File: src/hdl/cme_pkg.sv
// Shared constants, the front-to-back command type and helper functions
// for the complementary MSD engine. No dependencies.
`timescale 1ns / 1ps
package cme_pkg;

	localparam int MAX_ROWS = 64;
	localparam int MAX_COLS = 64;
	localparam int ELEM_W   = 16;

	localparam int ROW_W    = $clog2(MAX_ROWS);
	localparam int COL_W    = $clog2(MAX_COLS);
	localparam int CNT_W    = ROW_W + 1;
	localparam int CCNT_W   = COL_W + 1;
	localparam int ADDR_W   = ROW_W + COL_W;
	localparam int DEPTH    = MAX_ROWS * MAX_COLS;

	localparam int ATOM_W   = 16;
	localparam int COLCFG_W = 7;
	localparam int CFG_W    = 16;
	localparam int CFG_IDX_W = 1;

	localparam int S1_W     = ELEM_W + ROW_W;
	localparam int XX_W     = 2 * ELEM_W;
	localparam int SQ_W     = XX_W + ROW_W;
	localparam int B_W      = S1_W + 1;
	localparam int A_W      = SQ_W + 1;
	localparam int P_W      = (A_W + ROW_W + 1 > 2 * B_W) ? (A_W + ROW_W + 1) : (2 * B_W);
	localparam int TOT_W    = P_W + 2 + COL_W;
	localparam int DIVD_W   = TOT_W - 1;
	localparam int DCNT_W   = $clog2(DIVD_W);
	localparam int DEN_W    = 2 * ROW_W + ATOM_W;
	localparam int REM_W    = DEN_W + 1;
	localparam int OUT_W    = 48;
	localparam int ST_W     = 2;
	localparam int QDEPTH   = 4;
	localparam int QPTR_W   = $clog2(QDEPTH);

	localparam logic [ST_W-1:0] ST_OK  = 2'd0;
	localparam logic [ST_W-1:0] ST_ERR = 2'd1;
	localparam logic [ST_W-1:0] ST_SAT = 2'd2;

	localparam logic [CFG_IDX_W-1:0] CFG_ATOMS = 1'b0;
	localparam logic [CFG_IDX_W-1:0] CFG_COLS  = 1'b1;

	typedef struct packed {
		logic signed [ELEM_W-1:0] x;
		logic [COL_W-1:0]         col;
		logic [ROW_W-1:0]         row;
		logic                     store;
		logic                     last;
		logic                     err;
		logic [CNT_W-1:0]         nrows;
	} cmd_t;

	function automatic logic [CCNT_W-1:0] clamp_cols(input logic [COLCFG_W-1:0] v);
		logic [CCNT_W-1:0] r;
		if (v == '0) begin
			r = CCNT_W'(1);
		end else if (int'(v) > MAX_COLS) begin
			r = CCNT_W'(MAX_COLS);
		end else begin
			r = CCNT_W'(v);
		end
		return r;
	endfunction

	function automatic logic [ATOM_W-1:0] clamp_atoms(input logic [ATOM_W-1:0] v);
		return (v == '0) ? ATOM_W'(1) : v;
	endfunction

endpackage

File: src/hdl/cme_queue.sv
// Short command queue between front and back end.
// Depends on cme_pkg.
`timescale 1ns / 1ps
module cme_queue (
	input  logic          clk,
	input  logic          arst_n,
	input  logic          push,
	input  cme_pkg::cmd_t push_cmd,
	input  logic          pop,
	output logic          full,
	output logic          not_empty,
	output cme_pkg::cmd_t head
);
	cme_pkg::cmd_t                 buf_q [cme_pkg::QDEPTH];
	logic [cme_pkg::QPTR_W-1:0]    wptr_q;
	logic [cme_pkg::QPTR_W-1:0]    rptr_q;
	logic [cme_pkg::QPTR_W:0]      cnt_q;

	assign full      = (int'(cnt_q) == cme_pkg::QDEPTH);
	assign not_empty = (cnt_q != '0);
	assign head      = buf_q[rptr_q];

	always_ff @(posedge clk) begin
		if (push) begin
			buf_q[wptr_q] <= push_cmd;
		end
	end

	always_ff @(posedge clk or negedge arst_n) begin
		if (!arst_n) begin
			wptr_q <= '0;
			rptr_q <= '0;
			cnt_q  <= '0;
		end else begin
			if (push) begin
				wptr_q <= wptr_q + 1'b1;
			end
			if (pop) begin
				rptr_q <= rptr_q + 1'b1;
			end
			if (push && !pop) begin
				cnt_q <= cnt_q + 1'b1;
			end else if (!push && pop) begin
				cnt_q <= cnt_q - 1'b1;
			end
		end
	end
endmodule

File: config.mk
export PLATFORM = sky130hd
export DESIGN_NAME = cme_queue
export DESIGN_NICKNAME = d
export VERILOG_FILES = /design/src/hdl/cme_pkg.sv /design/src/hdl/cme_queue.sv
export SDC_FILE = /design/constraint.sdc
export NUM_CORES = 1
export LEC_CHECK = 0
export BUFFER_PORTS_ARGS = -buffer_cell sky130_fd_sc_hd__buf_2
export CORE_MARGIN = 2
export CORE_UTILIZATION = 40
export CTS_CLUSTER_DIAMETER = 120
export CTS_CLUSTER_SIZE = 12
export DETAILED_ROUTE_END_ITERATION = 10
export SYNTH_ARGS = -nofsm -noshare
export SYNTH_HDL_FRONTEND = slang
export SYNTH_SLANG_ARGS = --single-unit
File: constraint.sdc
create_clock -name clk -period 2.9 [get_ports clk]
set_input_delay 0.29 -clock clk [delete_from_list [all_inputs] [get_ports clk]]
set_output_delay 0.29 -clock clk [all_outputs]
set_load 0.02 [all_outputs]
After elaboration in Yosys (flattened, before gate mapping)
Memories as Yosys holds them, arrays and structs flattened.
Cells that the tools add are included.
{"block": "op_classes", "n_addsub": 4, "n_reduce_logical": 6, "eq_ne": 1, "muxes": 4}
{"op": "$mux W3", "count": 2}
{"op": "$add A2 B1 Y2 const B", "count": 2}
{"op": "$add A3 B1 Y3 const B", "count": 1}
{"op": "$eq A3 B3 Y1 const B", "count": 1}
{"op": "$reduce_bool A3 Y1", "count": 1}
{"op": "$sub A3 B1 Y3 const B", "count": 1}
{"op": "$logic_and A1 B1 Y1", "count": 2}
{"op": "$logic_not A1 Y1", "count": 2}
{"op": "$mux W1", "count": 2}
{"op": "$reduce_bool A2 Y1", "count": 1}
{"block": "word_totals", "memories": 1, "word_cells": 19, "register_bits": 7, "mem_bits_rw": 152, "in_bits": 42}
{"memory": "buf_q", "depth": 4, "width": 38, "read_ports": 1, "rd_ports_with_merged_regs": 0, "write_ports": 1, "line_no": "cme_queue.sv:14", "rtl": "cme_pkg::cmd_t buf_q [cme_pkg::QDEPTH];"}

Logic depth before layout (Yosys ltp)
{"block": "depth", "ltp_word": 4, "mapped_depth": 7}

Worst setup path before layout
Ideal clock, no wire load.
{"block": "synth_timing", "kind": "flip-flop to flip-flop", "startpoint": "reg wptr_q[0] (netlist name)", "endpoint": "mem buf_q[2][0] (netlist name), enable pin", "required_ns": 2.501, "arrival_ns": 1.539, "stages_incl_launch_ff": 4, "setup_slack_ns": 0.962, "path_cell_list": "dfrtp_1 -> inv_1 -> ha_1 -> and2_1"}
{"element": "start: declaration", "line_no": "cme_queue.sv:15", "rtl": "logic [cme_pkg::QPTR_W-1:0] wptr_q;"}
{"element": "start signal: assignment", "line_no": "cme_queue.sv:36", "rtl": "wptr_q <= wptr_q + 1'b1;"}
{"element": "end: declaration", "line_no": "cme_queue.sv:14"}
Straight into the memory's write port.

==> reports/results.ini <==
[yosys]
synthArstFlopShare_pct=4.40
synthTopCellsByCount=edfxtp_1 (152), mux4_2 (38), dfrtp_1 (7), ha_1 (5)
syn_inst=233
yosysMostFrequentCell=edfxtp_1
synth_nets=281
yosys_warnings=0
ys_types=19
netlist.top_cell.by_area=edfxtp_1
yosysTopAreaCellShare_pct=77.0
synth-edff-count=152
ys_seq_elements=159
synth_top_flop_cell=edfxtp_1
syn_avg_cell_area_um2=25.4
synthTopCellsByArea=edfxtp_1 (77%), mux4_2 (14%), dfrtp_1 (3.0%)
yosysSeqAreaShare_pct=80.0
synth_area_um2=5930

[cts]
cts.clk_slew.worst_paths_ns=0.06
clock_path_buffers=2
root_buffer=clkbuf_16
htreeDepth=4
ctsResizeCount=0
clock_sinks=159
cts_tree=yes
clock_latency_ns=0.41
cts_made_buffers=17

[floorplan]
start_util_pct=40.9
core_area_um2=14500
die_h_um=126
die_width_um=126
row_count=44
fp.dieArea_um2=15800
ioPinCount=82

[place]
gp_congestion=0.674
io_buffers=81
detailed_place_hpwl_um=6500
dp.cells=500

[job]
maxCapViolCount=0

[setup_path]
startpoint_type=flip-flop
worst-setup-path-type=reg2out
path_cells=buf_4 > mux4_2 > buf_2
cp.buffers_inverters=2
critical_path.slowest_cell=dfrtp_4
path_max_fanout=20
cp_top_family=flip-flops
cp.required_ns=2.61
r2r_cells=4
path_depth=3
end_kind=output port
slowest_delay_ns=0.69
cp.arrival_ns=2.12

[min_path]
hp-class=in2reg
hold_depth=1

[grt]
antenna_found_initial=0
grt_pass1_wl_um=16200
grt_max_degree=28
grt_pass1_vias=2867
gr-total-overflow=0
grt_usage_pct=14.1

[timing]
timing.final.crit_share_pct=83.2
hold_ws_ns=0.0826
max_freq_mhz=414
maxSlewViolCount=0
rsz0062_at_grt=false
hold_violations=0
layout_min_cycle_time_ns=2.41
setup_tns_ns=0
worst_pin_slew_ns=0.643
skew_ns=0.00741
finalSetupViolations=0
slew_headroom_pct=57.2

[routing]
drt_iter0_drc=128
ant_nets=0
drc=0
wl_per_cell_um=19.3
totalWireLength_um=10300
via_per_inst=5.00
vias=2671
dr.pass1.iters=4

[cells_and_area]
fillers=1187
syn2layout_area_growth_pct=20.9
nets=384
register_area_um2=4740
multi_input_area_um2=1060
drive_above_1_share_pct=48.1
instances_no_fill=534

[power_and_ir_drop]
peakVddDrop_mv=0.567
comb_power_share_pct=28.4
netSwitchingFraction_pct=30.9
switchingPower_mw=2.36
clockPowerShare_pct=28.5
p_seq_share_pct=43.1
p_leak_nw=2.50
p_int_mw=5.26
power-per-cell-area_nw_per_um2=1060

[run_status]
status=finished clean

## cell usage in the layout, fill, tap and decap left out, types with 2 or more instances in the layout
cell type	netlist	final
clkinv_2	0	2
buf_12	4	2
edfxtp_1	152	152
mux4_2	38	38
inv_1	4	4
buf_2	3	81
and2_2	0	4
inv_6	0	5
buf_4	1	9
clkinvlp_4	0	2
nand2_1	2	2
xnor2_1	2	2
ha_1	5	5
xor2_1	4	4
dfrtp_1	7	5
clkinv_4	0	3
bufinv_16	0	2
clkbuf_16	0	17
## worst register-to-register path: cells and delay by family, from the launching register on
family	cells	cell delay, ns
buffers and inverters	2	0.44
adders and majority gates	1	0.13
and+or+nand+nor	1	0.53
DFF	1	0.42
## through the flow
| stage | setup slack [ns] | power, mW | utilization [%] | instance area (µm²) |
|---|---|---|---|---|
| 3_5_place_dp | 0.868 | 5.57 | 45.3 | 6570 |
| 2_1_floorplan | 0.962 | 4.89 | - | 5930 |
| 3_3_place_gp | 0.865 | 5.53 | 45.3 | 6570 |
| 5_1_grt | 0.329 | 7.99 | 49.4 | 7160 |
| 6_report | 0.487 | 7.62 | 49.5 | 7160 |
| 4_1_cts | 0.407 | 7.75 | 49.4 | 7160 |
## power groups by stage
stage	clock, mW	combinational (mW)	sequential [mW]
CTS	2.22	2.23	3.30
floorplan	0	1.74	3.15
detailed placement	0	2.22	3.35
global placement	0	2.20	3.33
finish	2.17	2.16	3.28
global route	2.31	2.34	3.35
## worst paths after layout
path / startpoint / endpoint / slack (ns)
max: rptr_q[0] / head[27] / 0.49
min: push_cmd[22] / buf_q[3][22] / 0.08
max reg2reg: wptr_q[0] / buf_q[2][8] / 1.07
min reg2reg: cnt_q[2] / cnt_q[2] / 0.48
max in group asynchronous: arst_n / rptr_q[0] / 2.48
min in group asynchronous: arst_n / wptr_q[1] / 0.24
## area by class of cell
type | count | share of cell area [%]
repair buffers | 93 | 7.30
flip-flops and latches | 159 | 66.2
diodes | 1 | 0.0349
well taps | 184 | 3.21
clock buffers | 18 | 5.99
clock inverters | 14 | 2.17
multi-input cells | 61 | 14.8
inverters | 4 | 0.210
## metal layers
metal  vias to the layer above  GRT usage [%]  part of all wire (%)
li1                       1193              -                     -
met1                      1397           18.2                    43
met2                        69           22.4                    50
met3                        12           4.93                   5.7
met4                         0           5.10                   1.0
met5                         -              0                     0
## cells by family after synthesis
family                     after synthesis  share of synthesized area (%)
and+or+nand+nor                          9                          0.845
adders and majority gates                6                           1.39
muxes                                   39                           14.6
DFF                                    159                           80.0
AOI/OAI and AO/OA                        1                         0.0844
buffers and inverters                   13                           2.17
xor gates and xnor gates                 6                          0.887
## repair_timing
action,in CTS,in global routing
hold endpoints to repair,7,0
buffers inserted,0,0
hold buffers,1,0
## registers in the layout, indices dropped and copies added (netlist names)
name and cells:
buf_q 152, cnt_q 3, rptr_q 2, wptr_q 2
(Power assumes the default switching activity.)
