File: config.mk
export PLATFORM = sky130hd
export DESIGN_NAME = cme_front_flat
export DESIGN_NICKNAME = d
export VERILOG_FILES = /design/src/hdl/cme_pkg.sv /design/src/hdl/cme_if.sv /design/src/hdl/cme_front.sv /design/src/flat_wrapper.sv
export SDC_FILE = /design/constraint.sdc
export NUM_CORES = 1
export LEC_CHECK = 0
export BUFFER_PORTS_ARGS = -buffer_cell sky130_fd_sc_hd__buf_2
export CAP_MARGIN = 10
export CORE_UTILIZATION = 30
export CTS_CLUSTER_DIAMETER = 120
export DETAILED_ROUTE_END_ITERATION = 12
export SYNTH_ARGS = -nofsm -noshare
export SYNTH_HDL_FRONTEND = slang
export SYNTH_SLANG_ARGS = --single-unit
File: constraint.sdc
create_clock -name clk -period 9.5 [get_ports clk]
set_input_delay 1.425 -clock clk [delete_from_list [all_inputs] [get_ports clk]]
set_output_delay 1.425 -clock clk [all_outputs]
set_load 0.02 [all_outputs]
File: src/hdl/cme_pkg.sv
// Shared constants, the front-to-back command type and helper functions
// for the complementary MSD engine. No dependencies.
`timescale 1ns / 1ps
package cme_pkg;

	localparam int MAX_ROWS = 64;
	localparam int MAX_COLS = 64;
	localparam int ELEM_W   = 16;

	localparam int ROW_W    = $clog2(MAX_ROWS);
	localparam int COL_W    = $clog2(MAX_COLS);
	localparam int CNT_W    = ROW_W + 1;
	localparam int CCNT_W   = COL_W + 1;
	localparam int ADDR_W   = ROW_W + COL_W;
	localparam int DEPTH    = MAX_ROWS * MAX_COLS;

	localparam int ATOM_W   = 16;
	localparam int COLCFG_W = 7;
	localparam int CFG_W    = 16;
	localparam int CFG_IDX_W = 1;

	localparam int S1_W     = ELEM_W + ROW_W;
	localparam int XX_W     = 2 * ELEM_W;
	localparam int SQ_W     = XX_W + ROW_W;
	localparam int B_W      = S1_W + 1;
	localparam int A_W      = SQ_W + 1;
	localparam int P_W      = (A_W + ROW_W + 1 > 2 * B_W) ? (A_W + ROW_W + 1) : (2 * B_W);
	localparam int TOT_W    = P_W + 2 + COL_W;
	localparam int DIVD_W   = TOT_W - 1;
	localparam int DCNT_W   = $clog2(DIVD_W);
	localparam int DEN_W    = 2 * ROW_W + ATOM_W;
	localparam int REM_W    = DEN_W + 1;
	localparam int OUT_W    = 48;
	localparam int ST_W     = 2;
	localparam int QDEPTH   = 4;
	localparam int QPTR_W   = $clog2(QDEPTH);

	localparam logic [ST_W-1:0] ST_OK  = 2'd0;
	localparam logic [ST_W-1:0] ST_ERR = 2'd1;
	localparam logic [ST_W-1:0] ST_SAT = 2'd2;

	localparam logic [CFG_IDX_W-1:0] CFG_ATOMS = 1'b0;
	localparam logic [CFG_IDX_W-1:0] CFG_COLS  = 1'b1;

	typedef struct packed {
		logic signed [ELEM_W-1:0] x;
		logic [COL_W-1:0]         col;
		logic [ROW_W-1:0]         row;
		logic                     store;
		logic                     last;
		logic                     err;
		logic [CNT_W-1:0]         nrows;
	} cmd_t;

	function automatic logic [CCNT_W-1:0] clamp_cols(input logic [COLCFG_W-1:0] v);
		logic [CCNT_W-1:0] r;
		if (v == '0) begin
			r = CCNT_W'(1);
		end else if (int'(v) > MAX_COLS) begin
			r = CCNT_W'(MAX_COLS);
		end else begin
			r = CCNT_W'(v);
		end
		return r;
	endfunction

	function automatic logic [ATOM_W-1:0] clamp_atoms(input logic [ATOM_W-1:0] v);
		return (v == '0) ? ATOM_W'(1) : v;
	endfunction

endpackage

File: src/hdl/cme_if.sv
// Valid/ready channel interfaces for the input items and the result items.
// Depends on cme_pkg.
`timescale 1ns / 1ps
interface cme_in_if;
	logic                             valid;
	logic                             ready;
	logic signed [cme_pkg::ELEM_W-1:0] element_value;
	logic                             end_of_matrix;
	modport source (output valid, element_value, end_of_matrix, input ready);
	modport sink   (input valid, element_value, end_of_matrix, output ready);
endinterface


File: src/hdl/cme_front.sv
// Front end: accepts items, tracks row and column position, and turns each
// item into a command for the back end. Depends on cme_pkg, cme_if.
`timescale 1ns / 1ps
module cme_front (
	input  logic                            clk,
	input  logic                            arst_n,
	cme_in_if.sink                          in_ch,
	input  logic [cme_pkg::COLCFG_W-1:0]    column_count,
	input  logic                            q_full,
	output logic                            push,
	output cme_pkg::cmd_t                   push_cmd
);
	logic [cme_pkg::CNT_W-1:0]  row_q;
	logic [cme_pkg::CCNT_W-1:0] colpos_q;
	logic [cme_pkg::CCNT_W-1:0] cols;
	logic [cme_pkg::CCNT_W-1:0] c_sel;
	logic [cme_pkg::CCNT_W-1:0] colpos_n;
	logic [cme_pkg::CNT_W-1:0]  row_n;
	logic                       store;

	assign cols        = cme_pkg::clamp_cols(column_count);
	assign in_ch.ready = !q_full;
	assign push        = in_ch.valid && !q_full;
	assign store       = int'(row_q) < cme_pkg::MAX_ROWS;
	assign c_sel       = (colpos_q >= cols) ? cols - 1'b1 : colpos_q;

	always_comb begin
		row_n    = row_q;
		colpos_n = colpos_q;
		if (store) begin
			if (c_sel + 1'b1 >= cols) begin
				colpos_n = '0;
				row_n    = row_q + 1'b1;
			end else begin
				colpos_n = c_sel + 1'b1;
			end
		end
	end

	always_comb begin
		push_cmd.x     = in_ch.element_value;
		push_cmd.col   = c_sel[cme_pkg::COL_W-1:0];
		push_cmd.row   = row_q[cme_pkg::ROW_W-1:0];
		push_cmd.store = store;
		push_cmd.last  = in_ch.end_of_matrix;
		push_cmd.err   = (row_n < cme_pkg::CNT_W'(2)) || (colpos_n != '0);
		push_cmd.nrows = row_n;
	end

	always_ff @(posedge clk or negedge arst_n) begin
		if (!arst_n) begin
			row_q    <= '0;
			colpos_q <= '0;
		end else if (push) begin
			if (in_ch.end_of_matrix) begin
				row_q    <= '0;
				colpos_q <= '0;
			end else begin
				row_q    <= row_n;
				colpos_q <= colpos_n;
			end
		end
	end
endmodule

File: src/flat_wrapper.sv
// flat-port wrapper written by rule: the top's interface ports become plain ports
module cme_front_flat 
  (clk, arst_n, column_count, q_full, push, push_cmd, in_ch_valid, in_ch_element_value, in_ch_end_of_matrix, in_ch_ready);
  cme_in_if in_ch_i ();
  input  logic clk;
  input  logic arst_n;
  input  logic [cme_pkg::COLCFG_W-1:0] column_count;
  input  logic q_full;
  output logic push;
  output cme_pkg::cmd_t push_cmd;
  input wire logic [$bits(in_ch_i.valid)-1:0] in_ch_valid;
  input wire logic [$bits(in_ch_i.element_value)-1:0] in_ch_element_value;
  input wire logic [$bits(in_ch_i.end_of_matrix)-1:0] in_ch_end_of_matrix;
  output wire logic [$bits(in_ch_i.ready)-1:0] in_ch_ready;
  assign in_ch_i.valid = in_ch_valid;
  assign in_ch_i.element_value = in_ch_element_value;
  assign in_ch_i.end_of_matrix = in_ch_end_of_matrix;
  assign in_ch_ready = in_ch_i.ready;
  cme_front u_core (.clk(clk), .arst_n(arst_n), .in_ch(in_ch_i), .column_count(column_count), .q_full(q_full), .push(push), .push_cmd(push_cmd));
endmodule
---- Yosys cells after proc, flatten, opt, wreduce, memory -nomap -nowiden ----
Cells that the tools add are included.
word-level totals
  flip-flop bits (word level) ............. 14
  input bits .............................. 28
  output and inout bits ................... 40
  logic and storage cells ................. 24
cells by class
  $add $sub $neg .......................... 3
  $lt $le $gt $ge ......................... 5
  muxes and demuxes ....................... 9
  reduce and logical (&&, ||, !) cells .... 5
operators with widths
  cell                                                                          number
  7-bit two-way mux                                                             9
  7-bit by 1-bit adder with 7-bit output, second input constant                 2
  7-bit >= comparator                                                           2
  7-bit > comparator, second input constant                                     1
  7-bit zero test                                                               1
  7-bit by 2-bit less-than comparator with 1-bit output, second input constant  1
  7-bit less-than comparator, second input constant                             1
  7-bit nonzero test                                                            1
  7-bit by 1-bit subtractor with 7-bit output, second input constant            1
  1-bit logical AND                                                             1
  1-bit zero test                                                               1
  1-bit logical OR                                                              1

---- Longest topological paths before layout ----
Gate-level depths: netlist (run 1).
  depth in word-level cells ............... 11
  depth in mapped cells ................... 25
  gate-level depth less buffers ........... 22

---- Least setup slack after synthesis (run 1) ----
No wires, ideal clock.
  path kind ............................... in2out
  from .................................... in column_count[3] (netlist name)
  to ...................................... out push_cmd[7] (netlist name)
  data arrival time ....................... 6.447 ns
  required time ........................... 8.075 ns
  slack ................................... 1.628 ns
  stages .................................. 22
  path buffers ............................ 2
  path through ............................ or4_4 o31ai_4 ha_1 nor2b_1 o21ai_0 a31o_2 buf_6 a21oi_1 ha_1 nand3_1 nor2_1 xnor2_1 nand2_1 o31a_1 ha_1 a21oi_1 o21ai_0 or2_0 buf_2 a2111oi_0 nand4_1 nand4_1
RTL lines
  item                RTL line            source
  start: declaration  flat_wrapper.sv:7   input logic [cme_pkg::COLCFG_W-1:0] column_count;
  end: declaration    flat_wrapper.sv:10  output cme_pkg::cmd_t push_cmd;

==> impl_results.md, run 1 <==
- Fillers: 701
- Most frequent cells in the layout: buf_2 (35), nand2_1 (27), ha_1 (17)
- CTS Buf Count: 3
- Cell breakdown of the critical path: buf_2 > or4_4 > o31ai_4 > ha_1 > nor2b_1 > o21ai_0 > a31o_2 > mux2i_1 > ha_1 > nand3_1 > nor2_1 > xnor2_1 > nand2_1 > o31a_1 > ha_1 > a21oi_1 > o21ai_0 > or2_0 > a2111oi_0 > nand4_1 > nand4_1 > buf_2
- Layout cells sized above 1: 0.202
- P&R area growth vs syn: 6.01%
- Top cell by count, worst path: ha_1
- Hold Crit Class: flop to flop
- Worst r2r path cells: 17
- Switching power: between 0.4 and 0.5 mW
- Total GRT Usage: 0.164
- Total power: 0.855 mW
- HP Start: u_core.colpos_q[0]$_DFFE_PN0P_
- RSZ-0062 raised after global routing: no
- Placed Instances: roughly 330
- Grt met3 use: 0.0198
- Wire per inst: about 15 um
- Initial antenna violation count: 0
- Most used routing layer: met2
- Fmax: approximately 0.12 GHz
- Core area: 6310 sq um
- CTS tree: built
- Slowest cell on crit path: or4_4
- Final WL: between 5 and 6 mm
- # setup viols final: 0
- CP Data Required Time: between 8000 and 9000 ps
- Ys async rst share: 1.00
- Commonest non-fill, non-tap cell in the layout: buf_2
- Worst EP arrival: 7150 ps
- Initial DRT Pass Iterations: 4
- Hold Path Stages: 2
- Switching share of power: 0.556
- Setup_tns: 0 ps
- Dpl hpwl: 4.07 mm
- Clock Power Share: 0.068
- Synthesized flop and latch total: 14
- Min Tclk post-route: 8570 ps
- Slew Viols, Final: 0
- Slew headroom: 0.569
- CP max FO: 12
- Gr ovfl total: 0
- Clk slew on worst S/H paths: about 60 ps
- Final non-filler cell total: approximately 340
- Library cells used by synthesis: between 50 and 60
- Critical path buffers and inverters: 2
- IO Port Bufs: 35
- Initial Util: 0.310
- Largest cells by area after synthesis: dfrtp_1 (18%), ha_1 (11%), buf_4 (9.2%)
- Maxcap violations: 0
- Vias in the first global route: ~1,800
- Yosys warns: 0
- Final Skew: 0.948 ps
- Post-synth EDFFs: 0
- Clk Latency, worst-skew pair: 240 ps
- I/O pin count: ~70
- Pin count of the biggest net entering global routing: 17
- Status: finished clean
- Clock sink count: 14
- Clock Root Buffer: clkbuf_8
- DRT antenna net count: 0
- Int Pwr: ~0.38 mW
- Nets: approximately 300
- Syn avg cell area: slightly below 8 sq um
- Met2 usage: 0.267
- Clk buf depth: 2
- Initial detailed-routing violation count: ~110
- Final hold vios: 0
- Part of the power in combinational logic: 0.806
- Sequential share of power: 0.126
- Stages on the worst setup path: 22
- Via count: 1,833
- Critical path type: primary input to output pin
- Total Die Area: around 6800 sq um
- Final Wtd Congestion: between 0.8 and 0.9
- RR Startpoint: u_core.colpos_q[5]$_DFFE_PN0P_
- Critical path's largest stage delay: around 560 ps
- Via density: approximately 5.5
- Top-area cell type share of the netlist area: 0.179
- Die Y: 82.7 um
- Sequential cell area fraction in the yosys report: 0.179
- Top Family by Delay on Critical Path: compound AO/OA/AOI/OAI gates
- Die width: 82.7 um
- Setup Fix Bufs, Post-CTS: 0
- Syn Inst Count: 249
- Mapped cell area: 1960 sq um
- Syn nets: between 200 and 300
- Top_reg_cell synth: dfrtp_1
- First-pass GRT wire length: ~8.6 mm
- H-tree Lvls: 1
- CTS resizes: 0
- Area leader, netlist: dfrtp_1
- Post-CTS Hold Buffers: 0
- Startpoint types: primary input
- Diodes inserted: 0
- Peak supply drop: 186 uV
- Setup crit start: column_count[3]
- Final period util: 0.902
- # DRC: 0
- Leakage power: 1.01 nW
- Endpoint class of the critical path: output pin
- Worst-margin pin slew: 646 ps
- Core Rows: 29
- PD cells: roughly 410 nW/um^2
- Grt met1 use: 0.225
-- worst paths after layout --
check	to	slack [ps]
worst max-delay path	push_cmd[7]	930
worst min-delay path	u_core.colpos_q[0]$_DFFE_PN0P_	530
worst max register to register	u_core.row_q[1]$_DFFE_PN0P_	4320
worst min register to register	u_core.colpos_q[0]$_DFFE_PN0P_	530
max in group asynchronous	u_core.colpos_q[2]$_DFFE_PN0P_	8170
min in group asynchronous	u_core.row_q[5]$_DFFE_PN0P_	1080
-- per-layer routing --
metal / vias up / part of all wire / wire length (um)
li1: 901 / - / -
met4: 0 / 0.010 / 53
met5: - / 0 / 0
met2: 64 / 0.44 / 2210
met1: 861 / 0.49 / 2490
met3: 7 / 0.064 / 323
-- cells in the mapped netlist (4+ instances only) --
library cell	n
nand2_1	27
buf_4	24
ha_1	17
dfrtp_1	14
inv_1	14
a21oi_1	13
o21ai_0	13
nor2_1	12
nand3_1	9
nand2b_1	8
xnor2_1	7
o21ai_1	6
a21o_1	5
nand4_1	5
o31ai_1	5
a22o_1	4
clkbuf_1	4
mux2i_1	4
xor2_1	4
-- cell families (layout without fill, tap and decap cells) --
family | Yosys count | in the layout | synth area share
simple gates | 84 | 84 | 0.225
xor+xnor | 13 | 13 | 0.0659
fa+ha+maj | 17 | 17 | 0.109
mux | 5 | 5 | 0.0281
compound gates | 71 | 71 | 0.256
buf+inv | 45 | 54 | 0.138
flops | 14 | 14 | 0.179
-- tightest hold or removal path: cells and delay by family (launching register included) --
kind             cells  cell delay (ps)
AO/OA/AOI/OAI        1               70
AND/OR/NAND/NOR      1               60
flip-flops           1              370
-- power by group through the flow --
stage	logic [mW]	registers (mW)	clock network (mW)
floorplan	0.550	0.0974	0
global placement	0.682	0.107	0
detailed placement	0.682	0.108	0
CTS	0.686	0.107	0.0596
global route	0.778	0.111	0.0629
finish	0.690	0.108	0.0578
-- cell type report --
cell class                 instances  area, sq um  area share
sequential                        14          350       0.169
timing repair buffer              36          183      0.0881
tap                               77         96.3      0.0465
multi-input combinational        190         1340       0.645
inverter                          14         52.6      0.0253
clock buffer                       4         55.1      0.0266
-- through the flow --
stage / instance area, sq um / hold slack, ps / setup WS [ps] / utilization
floorplan: 1960 / 491 / 1630 / -
global placement: 2020 / 545 / 1180 / 0.320
detailed placement: 2020 / 519 / 937 / 0.320
CTS: 2070 / 536 / 929 / 0.328
global route: 2070 / 570 / 425 / 0.328
finish: 2070 / 533 / 928 / 0.328
-- sequential cells by signal, indices dropped and copies added (netlist names) --
register and count:
u_core.row_q 7, u_core.colpos_q 7
Note: power is estimated with default switching activity, not from simulation.
==> run 2, diff against run 1 <==
--- a/config.mk
+++ b/config.mk
@@ -6,10 +6,12 @@
 export NUM_CORES = 1
 export LEC_CHECK = 0
 export BUFFER_PORTS_ARGS = -buffer_cell sky130_fd_sc_hd__buf_2
-export CAP_MARGIN = 10
+export CAP_MARGIN = 20
 export CORE_UTILIZATION = 30
 export CTS_CLUSTER_DIAMETER = 120
 export DETAILED_ROUTE_END_ITERATION = 12
+export PLACE_DENSITY = 0.57
+export SETUP_SLACK_MARGIN = 0.5
 export SYNTH_ARGS = -nofsm -noshare
 export SYNTH_HDL_FRONTEND = slang
 export SYNTH_SLANG_ARGS = --single-unit
==> impl_results.md, run 2 (same netlist as run 1, synthesis figures left out) <==
- Status: finished clean
- Switching share of power: 0.551
- # setup viols final: 0
- CTS resizes: 0
- Switching power: 0.475 mW
- Slowest cell on crit path: or4_4
- Vias in the first global route: between 1,500 and 2,000
- Peak supply drop: between 200 and 250 uV
- Final WL: 5.27 mm
- CP max FO: 12
- Total Die Area: 6850 sq um
- Part of the power in combinational logic: 0.809
- Grt met3 use: 0.0110
- Cell breakdown of the critical path: buf_2 > or4_4 > o31ai_4 > ha_1 > nor2b_1 > o21ai_0 > a31o_2 > mux2i_1 > ha_1 > nand3_1 > nor2_1 > xnor2_1 > nand2_1 > o31a_1 > ha_1 > a21oi_1 > buf_4 > o21ai_0 > or2_0 > a2111oi_0 > nand4_1 > nand4_1 > buf_2
- Fillers: about 700
- Final worst setup slack: approximately 1200 ps
- Maxcap violations: 0
- Wire per inst: roughly 16 um
- Critical path type: primary input to output pin
- Sequential share of power: 0.124
- Core area: between 6000 and 7000 sq um
- I/O pin count: between 60 and 70
- Dpl hpwl: about 4.2 mm
- Fmax: around 0.12 GHz
- Slew Viols, Final: 0
- Diodes inserted: 0
- Final Wtd Congestion: approximately 0.86
- Slew headroom: 0.588
- Post-DP Area: around 2000 sq um
- Layout cells sized above 1: 0.205
- Placed Instances: 332
- Die width: approximately 83 um
- RSZ-0062 raised after global routing: no
- Top Registers: u_core.colpos_q (7), u_core.row_q (7)
- Most used routing layer: met2
- IO Port Bufs: 35
- Post-CTS Hold Buffers: 0
- Nets: 305
- Total GRT Usage: 0.162
- Hold Crit Class: flop to flop
- Finished Cell Area: around 2100 sq um
- Final hold vios: 0
- CTS Buf Count: 3
- Critical path's largest stage delay: 560 ps
- Grt met1 use: 0.225
- Int Pwr: slightly below 0.4 mW
- Clock sink count: 14
- Clock Root Buffer: clkbuf_8
- Worst EP arrival: about 6900 ps
- Clk buf depth: 2
- Gr ovfl total: 0
- Setup Fix Bufs, Post-CTS: 0
- Final period util: 0.874
- Fin Hold WS: 553 ps
- Initial Util: 0.310
- Met2 usage: 0.271
- Initial detailed-routing violation count: 153
- Initial antenna violation count: 0
- Via density: ~5.5
- CP Data Required Time: between 8000 and 9000 ps
- Worst-margin pin slew: just over 600 ps
- # DRC: 0
- Setup_tns: 0 ps
- Top cell by count, worst path: ha_1
- Endpoint class of the critical path: output pin
- Startpoint types: primary input
- DRT antenna net count: 0
- Worst slack, placed: roughly 1200 ps
- Via count: roughly 1,900
- Pin count of the biggest net entering global routing: 17
- Clk slew on worst S/H paths: around 60 ps
- Final non-filler cell total: roughly 340
- Die Y: between 80 and 90 um
- Commonest non-fill, non-tap cell in the layout: buf_2
- Initial DRT Pass Iterations: 4
- First-pass GRT wire length: 8.54 mm
- Clock Power Share: 0.068
- Final Skew: ~5.5 ps
- CTS tree: built
- Leakage power: ~1.0 nW
- Core Rows: 29
- PD cells: roughly 410 nW/um^2
- H-tree Lvls: 1
- Most frequent cells in the layout: buf_2 (35), nand2_1 (27), ha_1 (17)
- Clk Latency, worst-skew pair: roughly 240 ps
- P&R area growth vs syn: 6.40%
- Min Tclk post-route: approximately 8300 ps
-- run 2: per-layer routing --
metal / vias to the layer above / part of all wire / routed length (um)
met5: - / 0 / 0
met4: 0 / 0.010 / 54
met3: 6 / 0.056 / 296
met2: 68 / 0.46 / 2410
met1: 872 / 0.48 / 2510
li1: 909 / - / -
-- run 2: critical path, delay by kind of cell --
kind / cells / cell delay [ps]
and+or+nand+nor: 8 / 1790
AOI/OAI and AO/OA: 7 / 1670
adders and majority gates: 3 / 1030
buffers and inverters: 3 / 480
muxes: 1 / 340
xor gates and xnor gates: 1 / 130
-- run 2: layout make-up --
type	count	area [sq um]	share of cell area
Sequential cell	14	350	0.168
Multi-Input combinational cell	190	1340	0.642
Clock buffer	4	55.1	0.0265
Inverter	14	52.6	0.0253
Tap cell	77	96.3	0.0463
Timing Repair Buffer	37	190	0.0914
-- run 2: power by group through the flow --
stage               clock (mW)  sequential [mW]  combinational, mW
floorplan                    0           0.0974              0.550
global placement             0            0.108              0.691
detailed placement           0            0.108              0.693
CTS                     0.0604            0.107              0.696
global route            0.0640            0.111              0.778
finish                  0.0584            0.107              0.697
-- run 2: stage by stage --
stage,util,total power [mW]
global route,0.330,0.952
finish,0.330,0.862
CTS,0.330,0.863
detailed placement,0.321,0.801
global placement,0.321,0.799
floorplan,-,0.647
-- run 2: final timing paths --
check                                                     from                        endpoint  slack (ps)  cells past startpoint
max in group asynchronous                               arst_n  u_core.colpos_q[0]$_DFFE_PN0P_        8170                      1
worst min-delay path            u_core.colpos_q[0]$_DFFE_PN0P_  u_core.colpos_q[0]$_DFFE_PN0P_         550                      2
worst max-delay path                           column_count[3]                     push_cmd[7]        1200                     23
worst max register to register  u_core.colpos_q[5]$_DFFE_PN0P_  u_core.colpos_q[2]$_DFFE_PN0P_        4410                     17
min in group asynchronous                               arst_n     u_core.row_q[5]$_DFFE_PN0P_        1070                      1
worst min register to register  u_core.colpos_q[0]$_DFFE_PN0P_  u_core.colpos_q[0]$_DFFE_PN0P_         550                      2
